**config.mk**
```make
export PLATFORM = sky130hd
export DESIGN_NAME = sba_ctrl
export DESIGN_NICKNAME = d
export VERILOG_FILES = /design/src/sba_pkg.sv /design/src/sba_ctrl.sv
export SDC_FILE = /design/constraint.sdc
export NUM_CORES = 1
export LEC_CHECK = 0
export ABC_AREA = 1
export BUFFER_PORTS_ARGS = -buffer_cell sky130_fd_sc_hd__buf_2
export CAP_MARGIN = 5
export CORE_UTILIZATION = 25
export DETAILED_ROUTE_END_ITERATION = 12
export PLACE_DENSITY = 0.55
export SLEW_MARGIN = 25
export SYNTH_ARGS = -nofsm -noshare
export SYNTH_HDL_FRONTEND = slang
export SYNTH_SLANG_ARGS = --single-unit
export TNS_END_PERCENT = 100
```
**constraint.sdc**
```tcl
create_clock -name clk -period 2.8 [get_ports clk]
set_input_delay 0.14 -clock clk [delete_from_list [all_inputs] [get_ports clk]]
set_output_delay 0.14 -clock clk [all_outputs]
set_load 0.01 [all_outputs]
```
**src/sba_pkg.sv**
```systemverilog
`timescale 1ns / 1ps
// ----------------------------------------------------------------------------
// sba_pkg: shared types and codes of the bitmap slot allocator
// Command and status codes, the slot row width and the control/status bundles
// passed between the controller and the datapath.
// ----------------------------------------------------------------------------
package sba_pkg;

	// request kinds (carried on s_tuser)
	localparam logic [1:0] CMD_ALLOC  = 2'd0;
	localparam logic [1:0] CMD_FREE   = 2'd1;
	localparam logic [1:0] CMD_LOOKUP = 2'd2;
	localparam logic [1:0] CMD_NONE   = 2'd3;

	// result status codes (carried on m_tuser)
	localparam logic [1:0] ST_OK    = 2'd0;
	localparam logic [1:0] ST_NOMEM = 2'd1;
	localparam logic [1:0] ST_NOKEY = 2'd2;
	localparam logic [1:0] ST_FULL  = 2'd3;

	// slots per bitmap row and the full-row mask
	localparam int         ROW_BITS = 8;
	localparam logic [7:0] ROW_ONES = 8'hFF;

	// quotient width of the slot count divider (size + SLOT_BYTES - 1 fits)
	localparam int DIV_W = 16;

	// controller to datapath
	typedef struct packed {
		logic       load_req;
		logic       is_alloc;
		logic       clr_run;
		logic       kscan_clr;
		logic       kscan_run;
		logic       div_init;
		logic       div_run;
		logic       bscan_clr;
		logic       bscan_run;
		logic       mark_init;
		logic       mark_run;
		logic       rec_write;
		logic       rec_drop;
		logic       out_load;
		logic [1:0] out_status;
	} dp_cmd_t;

	// datapath to controller
	typedef struct packed {
		logic clr_done;
		logic kscan_done;
		logic hit;
		logic free_found;
		logic div_done;
		logic need_zero;
		logic need_big;
		logic bscan_done;
		logic bscan_found;
		logic mark_done;
		logic out_busy;
	} dp_sts_t;

endpackage

```
**src/sba_ctrl.sv**
```systemverilog
`timescale 1ns / 1ps
// ----------------------------------------------------------------------------
// sba_ctrl: request sequencer of the slot allocator
// One-hot state machine that steps the datapath through clear, key scan,
// divide, first-fit scan, run update and result delivery.
// ----------------------------------------------------------------------------
module sba_ctrl (
	input  logic             clk,
	input  logic             arst_n,
	input  logic             s_tvalid,
	output logic             s_tready,
	input  logic [1:0]       s_tuser,
	output sba_pkg::dp_cmd_t cmd,
	input  sba_pkg::dp_sts_t sts
);

	typedef enum logic [6:0] {
		S_CLEAR = 7'b0000001,
		S_IDLE  = 7'b0000010,
		S_KSCAN = 7'b0000100,
		S_DIV   = 7'b0001000,
		S_BSCAN = 7'b0010000,
		S_MARK  = 7'b0100000,
		S_RESP  = 7'b1000000
	} state_t;

	state_t     state_q, state_d;
	logic [1:0] cmd_q, cmd_d;
	logic [1:0] status_q, status_d;

	always_ff @(posedge clk or negedge arst_n) begin
		if (!arst_n) begin
			state_q  <= S_CLEAR;
			cmd_q    <= sba_pkg::CMD_NONE;
			status_q <= sba_pkg::ST_OK;
		end else begin
			state_q  <= state_d;
			cmd_q    <= cmd_d;
			status_q <= status_d;
		end
	end

	// next state and datapath commands
	always_comb begin
		state_d        = state_q;
		cmd_d          = cmd_q;
		status_d       = status_q;
		s_tready       = 1'b0;
		cmd            = '0;
		cmd.is_alloc   = cmd_q == sba_pkg::CMD_ALLOC;
		cmd.out_status = status_q;
		case (state_q)
			S_CLEAR: begin
				cmd.clr_run = 1'b1;
				if (sts.clr_done) begin
					state_d = S_IDLE;
				end
			end
			S_IDLE: begin
				s_tready = 1'b1;
				if (s_tvalid) begin
					cmd.load_req = 1'b1;
					cmd_d        = s_tuser;
					if (s_tuser != sba_pkg::CMD_NONE) begin
						cmd.kscan_clr = 1'b1;
						state_d       = S_KSCAN;
					end
				end
			end
			S_KSCAN: begin
				cmd.kscan_run = 1'b1;
				if (sts.kscan_done) begin
					if (cmd_q == sba_pkg::CMD_ALLOC) begin
						if (sts.hit) begin
							status_d = sba_pkg::ST_OK;
							state_d  = S_RESP;
						end else if (!sts.free_found) begin
							status_d = sba_pkg::ST_FULL;
							state_d  = S_RESP;
						end else begin
							cmd.div_init = 1'b1;
							state_d      = S_DIV;
						end
					end else if (!sts.hit) begin
						status_d = sba_pkg::ST_NOKEY;
						state_d  = S_RESP;
					end else if (cmd_q == sba_pkg::CMD_FREE) begin
						cmd.mark_init = 1'b1;
						state_d       = S_MARK;
					end else begin
						status_d = sba_pkg::ST_OK;
						state_d  = S_RESP;
					end
				end
			end
			S_DIV: begin
				cmd.div_run = 1'b1;
				if (sts.div_done) begin
					if (sts.need_zero) begin
						cmd.rec_write = 1'b1;
						status_d      = sba_pkg::ST_OK;
						state_d       = S_RESP;
					end else if (sts.need_big) begin
						status_d = sba_pkg::ST_NOMEM;
						state_d  = S_RESP;
					end else begin
						cmd.bscan_clr = 1'b1;
						state_d       = S_BSCAN;
					end
				end
			end
			S_BSCAN: begin
				cmd.bscan_run = 1'b1;
				if (sts.bscan_done) begin
					if (sts.bscan_found) begin
						cmd.mark_init = 1'b1;
						state_d       = S_MARK;
					end else begin
						status_d = sba_pkg::ST_NOMEM;
						state_d  = S_RESP;
					end
				end
			end
			S_MARK: begin
				cmd.mark_run = 1'b1;
				if (sts.mark_done) begin
					if (cmd_q == sba_pkg::CMD_ALLOC) begin
						cmd.rec_write = 1'b1;
					end else begin
						cmd.rec_drop = 1'b1;
					end
					status_d = sba_pkg::ST_OK;
					state_d  = S_RESP;
				end
			end
			S_RESP: begin
				if (!sts.out_busy) begin
					cmd.out_load = 1'b1;
					state_d      = S_IDLE;
				end
			end
			default: begin
				state_d = S_IDLE;
			end
		endcase
	end

endmodule

```
======== Word level (Yosys, flattened, before mapping) ========
Cells that the tools add are included.
cells by class
  eq/ne operators ......................... 21
  mux-type cells .......................... 64
  reductions and logical operators ........ 5
operators with widths
  cell                                            count
  two-way mux 7 bit                               16
  one-hot mux 7 bit (7 select lines)              1
  two-way mux 2 bit                               15
  two-way mux 1 bit                               29
  inequality test 2 bit (second input constant)   10
  AND reduction 9 bit                             1
  inequality test 4 bit (second input constant)   2
  one-hot mux 2 bit (4 select lines)              1
  AND reduction 8 bit                             1
  == test 7 x 1 -> 1 bit (second input constant)  1
  == test 7 x 2 -> 1 bit (second input constant)  1
  == test 7 x 3 -> 1 bit (second input constant)  1
  == test 7 x 4 -> 1 bit (second input constant)  1
  == test 7 x 5 -> 1 bit (second input constant)  1
  == test 7 x 6 -> 1 bit (second input constant)  1
  == test 7 bit (second input constant)           1
  one-hot mux 1 bit (2 select lines)              2
  nonzero test 4 bit                              1
  inequality test 3 bit (second input constant)   1
  == test 2 x 1 -> 1 bit (second input constant)  1
  zero test 2 bit                                 1
  AND reduction 2 bit                             1
word-level totals
  register bits after elaboration ......... 11
  output and inout port bits .............. 17
  word-level logic and storage cells ...... 93
  bits of input ports ..................... 16

======== Depth between registers and ports, before layout ========
  depth after elaboration ................. 6
  depth in mapped cells ................... 10
  mapped depth without buffers ............ 10

======== Worst setup path before layout ========
OpenSTA, ideal clock, no wires.
  kind .................................... register to output
  start point ............................. register state_q[2]
  end point ............................... output port cmd[8] (netlist bit)
  path buffers ............................ 0
  cell stages (with the launch flop) ...... 7
  required time ........................... 2.660 ns
  setup slack ............................. 1.446 ns
  arrival ................................. 1.214 ns
  cell sequence ........................... dfrtp_1 > inv_2 > nand2_1 > nor2_2 > nand3_1 > or2_1 > nor2_1
RTL lines
  item                    RTL line        RTL
  from (decl)             sba_ctrl.sv:27  state_t state_q, state_d;
  from (signal assigned)  sba_ctrl.sv:37  state_q <= state_d;
  to (decl)               sba_ctrl.sv:13  output sba_pkg::dp_cmd_t cmd,

==> flow_metrics.tcl <==
set metrics [dict create \
    yosysUniqueCellTypes 21 \
    antenna_found_initial 0 \
    postCtsSetupRepairBufs 0 \
    htreeDepth 1 \
    synth-edff-count 0 \
    p_per_area_nw_per_um2 739 \
    rows 21 \
    ir_drop_uv 404 \
    synth_seq_cells 11 \
    yosysWarnings 0 \
    syn_avg_cell_area_sq_um 6.68 \
    hold_ws_ps 65.0 \
    fillers 391 \
    finalSetupViolations 0 \
    root_buffer "clkbuf_4" \
    wl_mm 2.20 \
    wl_per_cell_um 10.0 \
    finalInstanceArea_sq_um 1160 \
    power_mw 0.859 \
    fin_skew_ps 2.28 \
    clock-sinks 11 \
    syn_area_sq_um 908 \
    period_needed_ps 1790 \
    hold_viol_final 0 \
    die-area_sq_um 3880 \
    maxSlewHeadroom_pct 74.4 \
    vias_per_cell 4.17 \
    cts_tree "yes" \
    critPathCaptureType "output port" \
    drv_slew 0 \
    place_inst 214 \
    cts_buffer_depth 2 \
    placed_area_sq_um 1130 \
    leakage_nw 0.680 \
    synthCells 136 \
    status "finished clean" \
    synth_top_area_share_pct 22.0 \
    coreArea_sq_um 3420 \
    overflow 0 \
    grt_pass1_vias 889 \
    grtUsageTotal_pct 12.3 \
    dp_hpwl_mm 1.82 \
    finalNetCount 190 \
    max_freq_ghz 0.559 \
    yosysSeqAreaShare_pct 30.7 \
    drv_cap 0 \
    grt_setup_unrepaired "no" \
    synth.area.top_cells "dfrtp_1, nand2_1, dfstp_2" \
    diodes 0 \
    drtPass1Iterations 4 \
    crit_fanout 4 \
    first_iter_violations 23 \
    die_w_um 62.3 \
    ys_top_cells_by_count "nand2_1, inv_1, nor2_1" \
    grt_max_degree 12 \
    period_share_pct 63.8 \
    startpoint_type "register" \
    clk_latency_ps 270 \
    worst_slew_pin_slew_ps 383 \
    globalplace.congestion 0.776 \
    crit_arrival_ps 1650 \
    critical_path_class "reg -> out" \
    ant_nets 0 \
    drc_errors 0 \
    grt_pass1_wl_mm 3.80 \
    totalNegativeSetupSlack_ps 0 \
    fin_cells 219 \
    clk_pin_slew_ps 80 \
    die_height_um 62.3 \
    synth_top_area_cell "dfrtp_1" \
    hold_class "in -> reg" \
    numCtsBuffers 3 \
    numPortBuffers 32 \
    via_count 914 \
    ios 33 \
    yosysMostFrequentCell "nand2_1" \
    start_util_pct 26.6 \
    area_delta_synth_final_pct 28.0 \
    synthArstFlopShare_pct 100 \
    synth_fp_nets 152 \
    required_ps 2660 \
    synth_top_flop_cell "dfrtp_1" \
    drive_gt1_share_pct 37.6 \
]
-- layer usage --
metal	vias up	GRT usage, %	wire (um)
met5	-	0	0
met2	25	19.6	959
met3	2	4.60	142
met1	395	16.1	1090
li1	492	-	-
met4	0	1.74	9
-- final cells by class --
class                           count  area (sq um)  area share (%)
Multi-Input combinational cell    100           536            46.1
Sequential cell                    11           279            24.0
Timing Repair Buffer               33           170            14.6
Inverter                           25          93.8            8.07
Tap cell                           46          57.6            4.95
Clock buffer                        4          26.3            2.26
-- stage by stage --
stage	setup WS, ps	util (%)
final	1010	34.0
after global routing	899	34.0
after CTS	995	34.0
after detailed placement	1300	33.0
after global placement	1300	33.0
after floorplan	1450	-
-- cells in the final DEF, fill, tap and decap left out, types with 2 or more instances in the layout --
cell,count
nand2_1,34
buf_2,32
nor2_1,20
inv_1,20
nand3_1,13
dfrtp_1,8
nor2_4,7
nand2_2,6
inv_2,5
nand2_4,3
clkbuf_4,3
dfstp_2,3
nand3_2,2
nor2_2,2
or2_1,2
a21oi_1,2
nor3_1,2
o21ai_0,2
-- worst paths after layout --
path | startpoint | end | slack (ps) | cells past startpoint
max in group asynchronous | arst_n | state_q[0] | 2270 | 2
min | s_tuser[0] | cmd_q[0] | 60 | 3
min in group asynchronous | arst_n | status_q[0] | 260 | 2
max | state_q[2] | cmd[8] | 1010 | 7
min reg2reg | status_q[0] | status_q[0] | 490 | 2
max reg2reg | state_q[0] | status_q[1] | 1370 | 9
-- report_power, final --
group / total, mW / switching [mW] / internal, mW / leakage, nW
clock: 0.115 / 0.0594 / 0.0552 / 0.0150
sequential: 0.268 / 0.0469 / 0.221 / 0.136
combinational: 0.477 / 0.314 / 0.162 / 0.528
total: 0.859 / 0.421 / 0.438 / 0.680
-- worst max-delay path, stage by stage (launching register included) --
cell and delay [ps]:
dfrtp_1 450, inv_2 100, nand2_1 60, nor2_2 170
nand3_1 120, or2_1 250, nor2_1 90, buf_2 130
-- what timing repair did --
item,4_1_cts,5_1_grt
hold buffers,1,0
endpoints found under the hold margin,11,0
resized for setup,0,0
-- cell families (layout without fill, tap and decap cells) --
group                  Yosys count  after routing  share of synthesized area [%]
AND/OR/NAND/NOR                 93             93                           53.6
flip-flops                      11             11                           30.7
AO/OA/AOI/OAI                    7              7                           5.37
buffers and inverters           25             62                           10.3
-- flip-flops by register name (all words and copies together), names as in the netlist --
register	count
cmd_q	2
state_q	7
status_q	2
Note: power is estimated with default switching activity, not from simulation.
